File: src/ame_pkg.sv
`timescale 1ns / 1ps

package ame_pkg;

    localparam int OP_W     = 4;
    localparam int IDX_W    = 4;
    localparam int IMM_W    = 32;
    localparam int ACC_W    = 32;
    localparam int STATUS_W = 2;

    typedef logic [OP_W-1:0]     opcode_t;
    typedef logic [STATUS_W-1:0] status_t;

    localparam opcode_t OP_ADD   = 4'd0;
    localparam opcode_t OP_SUB   = 4'd1;
    localparam opcode_t OP_MUL   = 4'd2;
    localparam opcode_t OP_DIV   = 4'd3;
    localparam opcode_t OP_MOD   = 4'd4;
    localparam opcode_t OP_LOAD  = 4'd5;
    localparam opcode_t OP_STORE = 4'd6;
    localparam opcode_t OP_IN    = 4'd7;
    localparam opcode_t OP_OUT   = 4'd8;
    localparam opcode_t OP_CLEAR = 4'd9;
    localparam opcode_t OP_END   = 4'd10;

    localparam status_t ST_OK       = 2'd0;
    localparam status_t ST_DIV_ZERO = 2'd1;
    localparam status_t ST_HALTED   = 2'd2;

    typedef enum logic [2:0] {
        ALU_ADD,
        ALU_SUB,
        ALU_MUL,
        ALU_DIV,
        ALU_MOD
    } alu_op_t;

    typedef struct packed {
        logic    start;
        alu_op_t op;
    } alu_req_t;

endpackage

File: src/ame_alu.sv
`timescale 1ns / 1ps

module ame_alu #(
    parameter int DATA_WIDTH = 32
) (
    input  logic                  clk,
    input  logic                  rst_n,
    input  ame_pkg::alu_req_t     req,
    input  logic [DATA_WIDTH-1:0] a,
    input  logic [DATA_WIDTH-1:0] b,
    output logic                  done,
    output logic [DATA_WIDTH-1:0] result
);
    import ame_pkg::*;

    localparam int CNT_W = $clog2(DATA_WIDTH);

    typedef enum logic [2:0] {
        A_IDLE,
        A_SUM,
        A_NEG_A,
        A_NEG_B,
        A_RUN,
        A_FIX
    } alu_state_t;

    alu_state_t            state_reg;
    alu_op_t               op_reg;
    logic [DATA_WIDTH-1:0] x_reg;
    logic [DATA_WIDTH-1:0] y_reg;
    logic [DATA_WIDTH-1:0] z_reg;
    logic [CNT_W-1:0]      cnt_reg;
    logic                  sa_reg;
    logic                  sb_reg;
    logic                  done_reg;
    logic [DATA_WIDTH-1:0] result_reg;

    // the one shared adder, DATA_WIDTH+1 bits so the top bit is the borrow
    logic [DATA_WIDTH:0] add_a;
    logic [DATA_WIDTH:0] add_b;
    logic [DATA_WIDTH:0] add_sum;
    logic                add_sub;
    logic                neg_result;

    assign neg_result = (op_reg == ALU_DIV) ? (sa_reg ^ sb_reg) : sa_reg;

    always_comb
    begin
        add_a   = '0;
        add_b   = '0;
        add_sub = 1'b0;
        unique case (state_reg)
            A_IDLE:
            begin
            end
            A_SUM:
            begin
                add_a   = {1'b0, x_reg};
                add_b   = {1'b0, y_reg};
                add_sub = (op_reg == ALU_SUB);
            end
            A_NEG_A:
            begin
                add_b   = {1'b0, z_reg};
                add_sub = 1'b1;
            end
            A_NEG_B:
            begin
                add_b   = {1'b0, y_reg};
                add_sub = 1'b1;
            end
            A_RUN:
            begin
                if (op_reg == ALU_MUL)
                begin
                    add_a = {1'b0, x_reg};
                    add_b = z_reg[0] ? {1'b0, y_reg} : '0;
                end
                else
                begin
                    // partial remainder shifted left by one, next dividend bit in
                    add_a   = {1'b0, x_reg[DATA_WIDTH-2:0], z_reg[DATA_WIDTH-1]};
                    add_b   = {1'b0, y_reg};
                    add_sub = 1'b1;
                end
            end
            A_FIX:
            begin
                add_b   = {1'b0, (op_reg == ALU_DIV) ? z_reg : x_reg};
                add_sub = 1'b1;
            end
            default:
            begin
            end
        endcase
        add_sum = add_a + (add_sub ? ~add_b : add_b) + {{DATA_WIDTH{1'b0}}, add_sub};
    end

    always_ff @(posedge clk or negedge rst_n)
    begin
        if (!rst_n)
        begin
            state_reg <= A_IDLE;
            done_reg  <= 1'b0;
        end
        else
        begin
            done_reg <= 1'b0;
            unique case (state_reg)
                A_IDLE:
                begin
                    if (req.start)
                    begin
                        op_reg <= req.op;
                        sa_reg <= a[DATA_WIDTH-1];
                        sb_reg <= b[DATA_WIDTH-1];
                        unique case (req.op)
                            ALU_ADD, ALU_SUB:
                            begin
                                x_reg     <= a;
                                y_reg     <= b;
                                state_reg <= A_SUM;
                            end
                            ALU_MUL:
                            begin
                                x_reg     <= '0;
                                y_reg     <= a;
                                z_reg     <= b;
                                cnt_reg   <= CNT_W'(DATA_WIDTH - 1);
                                state_reg <= A_RUN;
                            end
                            ALU_DIV, ALU_MOD:
                            begin
                                x_reg     <= '0;
                                y_reg     <= b;
                                z_reg     <= a;
                                state_reg <= A_NEG_A;
                            end
                            default:
                            begin
                            end
                        endcase
                    end
                end
                A_SUM:
                begin
                    result_reg <= add_sum[DATA_WIDTH-1:0];
                    done_reg   <= 1'b1;
                    state_reg  <= A_IDLE;
                end
                A_NEG_A:
                begin
                    if (sa_reg)
                    begin
                        z_reg <= add_sum[DATA_WIDTH-1:0];
                    end
                    state_reg <= A_NEG_B;
                end
                A_NEG_B:
                begin
                    if (sb_reg)
                    begin
                        y_reg <= add_sum[DATA_WIDTH-1:0];
                    end
                    cnt_reg   <= CNT_W'(DATA_WIDTH - 1);
                    state_reg <= A_RUN;
                end
                A_RUN:
                begin
                    cnt_reg <= cnt_reg - 1'b1;
                    if (op_reg == ALU_MUL)
                    begin
                        x_reg <= add_sum[DATA_WIDTH-1:0];
                        y_reg <= {y_reg[DATA_WIDTH-2:0], 1'b0};
                        z_reg <= {1'b0, z_reg[DATA_WIDTH-1:1]};
                    end
                    else if (!add_sum[DATA_WIDTH])
                    begin
                        x_reg <= add_sum[DATA_WIDTH-1:0];
                        z_reg <= {z_reg[DATA_WIDTH-2:0], 1'b1};
                    end
                    else
                    begin
                        x_reg <= {x_reg[DATA_WIDTH-2:0], z_reg[DATA_WIDTH-1]};
                        z_reg <= {z_reg[DATA_WIDTH-2:0], 1'b0};
                    end
                    if (cnt_reg == '0)
                    begin
                        if (op_reg == ALU_MUL)
                        begin
                            result_reg <= add_sum[DATA_WIDTH-1:0];
                            done_reg   <= 1'b1;
                            state_reg  <= A_IDLE;
                        end
                        else
                        begin
                            state_reg <= A_FIX;
                        end
                    end
                end
                A_FIX:
                begin
                    // restore signs: quotient by sign mismatch, remainder by dividend
                    if (neg_result)
                    begin
                        result_reg <= add_sum[DATA_WIDTH-1:0];
                    end
                    else
                    begin
                        result_reg <= (op_reg == ALU_DIV) ? z_reg : x_reg;
                    end
                    done_reg  <= 1'b1;
                    state_reg <= A_IDLE;
                end
                default:
                begin
                    state_reg <= A_IDLE;
                end
            endcase
        end
    end

    assign done   = done_reg;
    assign result = result_reg;

endmodule

File: src/accumulator_machine_executor.sv
`timescale 1ns / 1ps
// load, store, in, out, clear, end, unused codes, halted items and a zero divisor pass from
// S_EXEC straight to S_FINISH; add, sub, mul, div and mod wait in S_WAIT for the shared adder,
// which steps mul and div one quotient or product bit per cycle
// a new item is taken only once the last has left S_FINISH; a result may wait at the output
// while the next item runs
// reset clears the accumulator, all memory registers, the halted flag and the output beat

module accumulator_machine_executor #(
    parameter int NUM_REGS   = 10,
    parameter int DATA_WIDTH = 32
) (
    input  logic                           clk,
    input  logic                           rst_n,
    input  logic                           in_valid,
    output logic                           in_ready,
    input  logic [ame_pkg::OP_W-1:0]       op,
    input  logic                           operand_is_register,
    input  logic [ame_pkg::IDX_W-1:0]      register_index,
    input  logic signed [ame_pkg::IMM_W-1:0] immediate_value,
    output logic                           out_valid,
    input  logic                           out_ready,
    output logic signed [ame_pkg::ACC_W-1:0] accumulator,
    output logic                           emit,
    output logic [ame_pkg::STATUS_W-1:0]   status,
    output logic                           halted
);
    import ame_pkg::*;

    localparam int IDX_BITS = (NUM_REGS > 1) ? $clog2(NUM_REGS) : 1;

    typedef enum logic [1:0] {
        S_IDLE,
        S_EXEC,
        S_WAIT,
        S_FINISH
    } state_t;

    state_t                state_reg;
    opcode_t               op_reg;
    logic [DATA_WIDTH-1:0] b_reg;
    logic                  store_en_reg;
    logic [IDX_BITS-1:0]   idx_reg;
    logic [DATA_WIDTH-1:0] acc_reg;
    logic [DATA_WIDTH-1:0] mem_reg [NUM_REGS];
    logic                  halted_reg;
    logic                  emit_pend_reg;
    status_t               status_pend_reg;

    logic                  out_valid_reg;
    logic [DATA_WIDTH-1:0] out_acc_reg;
    logic                  out_emit_reg;
    status_t               out_status_reg;
    logic                  out_halted_reg;

    logic                  in_beat;
    logic                  idx_in_range;
    logic [DATA_WIDTH-1:0] imm_ext;
    logic [DATA_WIDTH-1:0] operand;
    alu_req_t              alu_req;
    logic                  alu_done;
    logic [DATA_WIDTH-1:0] alu_result;

    assign in_ready     = (state_reg == S_IDLE);
    assign in_beat      = in_valid && in_ready;
    assign idx_in_range = ({1'b0, register_index} < (IDX_W + 1)'(NUM_REGS));
    assign imm_ext      = DATA_WIDTH'(immediate_value);

    // in takes the immediate whatever the operand flag says
    always_comb
    begin
        if ((op == OP_IN) || !operand_is_register)
        begin
            operand = imm_ext;
        end
        else if (idx_in_range)
        begin
            operand = mem_reg[register_index[IDX_BITS-1:0]];
        end
        else
        begin
            operand = '0;
        end
    end

    always_comb
    begin
        alu_req.start = 1'b0;
        alu_req.op    = ALU_ADD;
        if ((state_reg == S_EXEC) && !halted_reg)
        begin
            unique case (op_reg)
                OP_ADD:
                begin
                    alu_req.start = 1'b1;
                    alu_req.op    = ALU_ADD;
                end
                OP_SUB:
                begin
                    alu_req.start = 1'b1;
                    alu_req.op    = ALU_SUB;
                end
                OP_MUL:
                begin
                    alu_req.start = 1'b1;
                    alu_req.op    = ALU_MUL;
                end
                OP_DIV:
                begin
                    alu_req.start = (b_reg != '0);
                    alu_req.op    = ALU_DIV;
                end
                OP_MOD:
                begin
                    alu_req.start = (b_reg != '0);
                    alu_req.op    = ALU_MOD;
                end
                default:
                begin
                end
            endcase
        end
    end

    ame_alu #(
        .DATA_WIDTH(DATA_WIDTH)
    ) u_alu (
        .clk   (clk),
        .rst_n (rst_n),
        .req   (alu_req),
        .a     (acc_reg),
        .b     (b_reg),
        .done  (alu_done),
        .result(alu_result)
    );

    always_ff @(posedge clk or negedge rst_n)
    begin
        if (!rst_n)
        begin
            state_reg     <= S_IDLE;
            acc_reg       <= '0;
            halted_reg    <= 1'b0;
            out_valid_reg <= 1'b0;
            for (int i = 0; i < NUM_REGS; i++)
            begin
                mem_reg[i] <= '0;
            end
        end
        else
        begin
            // S_FINISH reloads the output register itself
            if (out_valid_reg && out_ready && (state_reg != S_FINISH))
            begin
                out_valid_reg <= 1'b0;
            end
            unique case (state_reg)
                S_IDLE:
                begin
                    if (in_beat)
                    begin
                        op_reg          <= op;
                        b_reg           <= operand;
                        store_en_reg    <= operand_is_register && idx_in_range;
                        idx_reg         <= register_index[IDX_BITS-1:0];
                        emit_pend_reg   <= 1'b0;
                        status_pend_reg <= ST_OK;
                        state_reg       <= S_EXEC;
                    end
                end
                S_EXEC:
                begin
                    if (halted_reg)
                    begin
                        status_pend_reg <= ST_HALTED;
                        state_reg       <= S_FINISH;
                    end
                    else if (alu_req.start)
                    begin
                        state_reg <= S_WAIT;
                    end
                    else
                    begin
                        unique case (op_reg)
                            OP_DIV, OP_MOD:
                            begin
                                status_pend_reg <= ST_DIV_ZERO;
                            end
                            OP_LOAD, OP_IN:
                            begin
                                acc_reg <= b_reg;
                            end
                            OP_STORE:
                            begin
                                if (store_en_reg)
                                begin
                                    mem_reg[idx_reg] <= acc_reg;
                                end
                            end
                            OP_OUT:
                            begin
                                emit_pend_reg <= 1'b1;
                            end
                            OP_CLEAR:
                            begin
                                acc_reg <= '0;
                                for (int i = 0; i < NUM_REGS; i++)
                                begin
                                    mem_reg[i] <= '0;
                                end
                            end
                            OP_END:
                            begin
                                halted_reg <= 1'b1;
                            end
                            default:
                            begin
                            end
                        endcase
                        state_reg <= S_FINISH;
                    end
                end
                S_WAIT:
                begin
                    if (alu_done)
                    begin
                        acc_reg   <= alu_result;
                        state_reg <= S_FINISH;
                    end
                end
                S_FINISH:
                begin
                    // hold until the previous beat has left the output register
                    if (!out_valid_reg || out_ready)
                    begin
                        out_valid_reg  <= 1'b1;
                        out_acc_reg    <= acc_reg;
                        out_emit_reg   <= emit_pend_reg;
                        out_status_reg <= status_pend_reg;
                        out_halted_reg <= halted_reg;
                        state_reg      <= S_IDLE;
                    end
                end
                default:
                begin
                    state_reg <= S_IDLE;
                end
            endcase
        end
    end

    assign out_valid   = out_valid_reg;
    assign accumulator = ACC_W'(out_acc_reg);
    assign emit        = out_emit_reg;
    assign status      = out_status_reg;
    assign halted      = out_halted_reg;

endmodule

File: config.mk
export PLATFORM = sky130hd
export DESIGN_NAME = accumulator_machine_executor
export DESIGN_NICKNAME = d
export VERILOG_FILES = /design/src/ame_pkg.sv /design/src/ame_alu.sv /design/src/accumulator_machine_executor.sv
export SDC_FILE = /design/constraint.sdc
export NUM_CORES = 1
export LEC_CHECK = 0
export BUFFER_PORTS_ARGS = -buffer_cell sky130_fd_sc_hd__clkbuf_2
export CORE_MARGIN = 1
export CORE_UTILIZATION = 60
export DETAILED_ROUTE_END_ITERATION = 10
export PLACE_DENSITY = 0.74
export SYNTH_ARGS = -nofsm -noshare
export SYNTH_HDL_FRONTEND = slang
export SYNTH_HIERARCHICAL = 1
export SYNTH_SLANG_ARGS = --single-unit
File: constraint.sdc
create_clock -name clk -period 6.05 [get_ports clk]
set_input_delay 1.21 -clock clk [delete_from_list [all_inputs] [get_ports clk]]
set_output_delay 1.21 -clock clk [all_outputs]
set_load 0.02 [all_outputs]
==> metrics <==
number of port buffers 82; critical path endpoint category register; FF-to-FF path depth 16; slew margin rel. 19.4%; Pleak 13.7 nW; fin crit share 90.2%; number of global-route vias before repair 22,600; #FFs+latches synth 578; hpwl dp 55,600 um; TNS Setup 0 ns; IO Pins 83; # fillers 3,610; pwr dens 417 nW/um^2; Crit path arrival time 5.79 ns; Area Overhead vs Synth 9.68%; Residual DRC 0; Clock Latency Late Sink 0.62 ns; Clk network pwr share 28.4%; drt initial violations 3,237; DR vias 22,500; sequential power share 40.8%; num rows 81; register area 15,600 um^2; Max VDD drop 0.000252 V; Die X 225 um; synthesized area 29,700 um^2; core area 49,000 um^2; Post-synth EDFFs 218; Worst Clk Skew 0.0181 ns; clock root buffer clkbuf_16; CP Launch Type register; die span in y 225 um; Multi-input gate area 13,200 um^2; Diodes inserted 0; die area 50,400 um^2; Nets 2,554; PostCTS Resize Cnt 0; layout cells sized above 1 16.7%; WHS 0.422 ns; switch share 37.5%; CP Class register to register; Sink Count 578; Distinct cells, synth 87; Final ANT Viol Nets 0; Overall Power 13.6 mW; min cycle time layout 5.46 ns; initial antenna violation count 0; fin area 32,600 um^2; Internal Pwr Total 8.49 mW; Seq/Total Area, Yosys 52.3%; pin count of the biggest net entering global routing 180; DR pass1 iterations 9; DR WL/cell 27.4 um; total track usage 35.3%; syn_nets 2,584; Post-synth ARST share 62.3%; first-pass GRT wire length 137,000 um; RSZ-0062 raised after global routing false; final number of hold-violating endpoints 0; max reg flops 320; top_reg_cell synth dfrtp_1; run status completed; Synth Area per Inst 11.9 um^2; global route total overflow 0; data required time of the worst path 6.38 ns; Mapped Cells 2,502; drt total wl 87,400 um; Hold Buf Count CTS 0; Starting Density 60.7%; WHS Path Cells 0; final setup vio count 0; fin. max-slew vios 0; CTS Buf Count 58; # Post-CTS Setup Buffers 0; yosys warns 6; NetSw 5.10 mW; Reg clk slew, reported paths 0.06 ns; Worst Hold Class register to register; CTS tree yes; Max Cap Viol 0; Max Clk Rate 183 MHz; GP Congestion 0.910; Comb power frac 30.7%; Longest Clk Path Bufs 3; vias per cell 7.08; depth of the CTS H-tree 2; cell area after placement 30,500 um^2; CP max FO 27; Slew @ Worst Pin 1.21 ns
power groups by stage:
stage | Sequential, mW | Combinational, mW | Clock (mW)
after floorplan | 5.07 | 3.13 | 0
after global placement | 5.55 | 3.97 | 0
after detailed placement | 5.58 | 4.05 | 0
after CTS | 5.51 | 4.09 | 3.89
after global routing | 5.60 | 4.51 | 4.03
final | 5.55 | 4.17 | 3.86
area by class of cell:
class,instances,area share (%)
Sequential cell,578,47.7
Clock buffer,87,5.57
Clock inverter,22,0.794
Timing Repair Buffer,141,2.74
Tap cell,664,2.55
Inverter,16,0.184
Multi-Input combinational cell,1677,40.5
synthesized netlist by cell type (8+ instances only):
master    count  area share (%)
dfrtp_1     360              30
a22o_1      355              10
nand2_1     283             3.6
edfxtp_1    218              22
mux2i_1     150             5.0
o21ai_0     134             2.3
clkbuf_1    131             1.7
a21oi_1      91             1.5
buf_2        77             1.3
mux4_2       64             4.8
o21ai_1      60             1.0
mux2_2       59             2.2
nor2_1       54            0.68
ha_1         36             1.5
a22oi_1      34            0.86
a222oi_1     31             1.0
o221ai_1     27            0.80
a221o_1      26            0.88
nand3_1      20            0.34
xnor2_1      19            0.56
inv_1        16            0.20
a211oi_1     14            0.35
a21o_1       14            0.35
buf_1        13            0.16
nand2b_1     13            0.27
nor3_1       12            0.20
and3_1       11            0.23
nor2b_1      11            0.23
xor2_1       10            0.29
and2_1        9            0.19
mux2_1        9            0.34
nand3_2       9            0.30
nand4_1       9            0.19
o21a_1        8            0.20
through the flow:
step	instances	util, %	setup slack, ns
floorplan	2502	-	1.48
global placement	3076	62.4	0.790
detailed placement	3076	62.4	0.732
CTS	3185	66.6	0.676
global route	3185	66.6	0.198
finish	3185	66.6	0.590
cell families after synthesis:
kind of cell	Yosys count	synth area share, %
AOI/OAI and AO/OA	848	21.5
xor gates and xnor gates	29	0.854
adders and majority gates	37	1.58
buffers and inverters	247	3.65
DFF	578	52.3
muxes	284	12.6
and+or+nand+nor	479	7.50
placed cells by master (no fill, tap or decap), drive strengths merged, types with 10 or more instances in the layout:
cell type,Yosys,layout
o21ai,194,194
a22o,355,355
o221ai,27,27
clkinv,0,12
nand2,283,283
and2,10,10
nor3,14,14
and3,11,11
dfrtp,360,360
nor2b,11,11
a211oi,16,16
mux2i,152,152
ha,36,36
xnor2,19,19
inv,16,18
mux2,68,68
clkbuf,131,166
nand3,29,29
mux4,64,64
nand2b,13,13
a222oi,31,31
a221o,26,26
edfxtp,218,218
buf,100,62
nor2,54,54
a21oi,92,92
xor2,10,10
a22oi,34,34
a21o,14,14
metal layers:
layer  GRT usage [%]  share of wire (%)
met1            50.1                 41
met2            54.8                 47
met3            6.62                9.4
met4            12.1                3.3
met5               0                  0
final timing paths:
path / to / from / slack (ns)
max: u_alu/x_reg[17] / u_alu/op_reg[0] / 0.59
min: emit / emit_pend_reg / 0.42
max reg2reg: u_alu/x_reg[17] / u_alu/op_reg[0] / 0.59
min reg2reg: emit / emit_pend_reg / 0.42
max in group asynchronous: acc_reg[9] / rst_n / 3.57
min in group asynchronous: mem_reg[160] / rst_n / 0.57
worst max-delay path: stages (launching register included):
cell	delay, ns
edfxtp_1	0.45
or3b_2	0.51
o21ai_0	0.22
nand2_1	0.44
buf_4	0.39
a222oi_1	0.49
o21ai_0	0.26
ha_1	0.44
and4_1	0.34
nand3_1	0.13
nor2_1	0.27
nand2_1	0.09
o31a_1	0.28
mux2i_4	0.22
buf_12	0.25
mux2i_1	0.25
o21ai_1	0.08
Note: power is estimated with default switching activity, not from simulation.
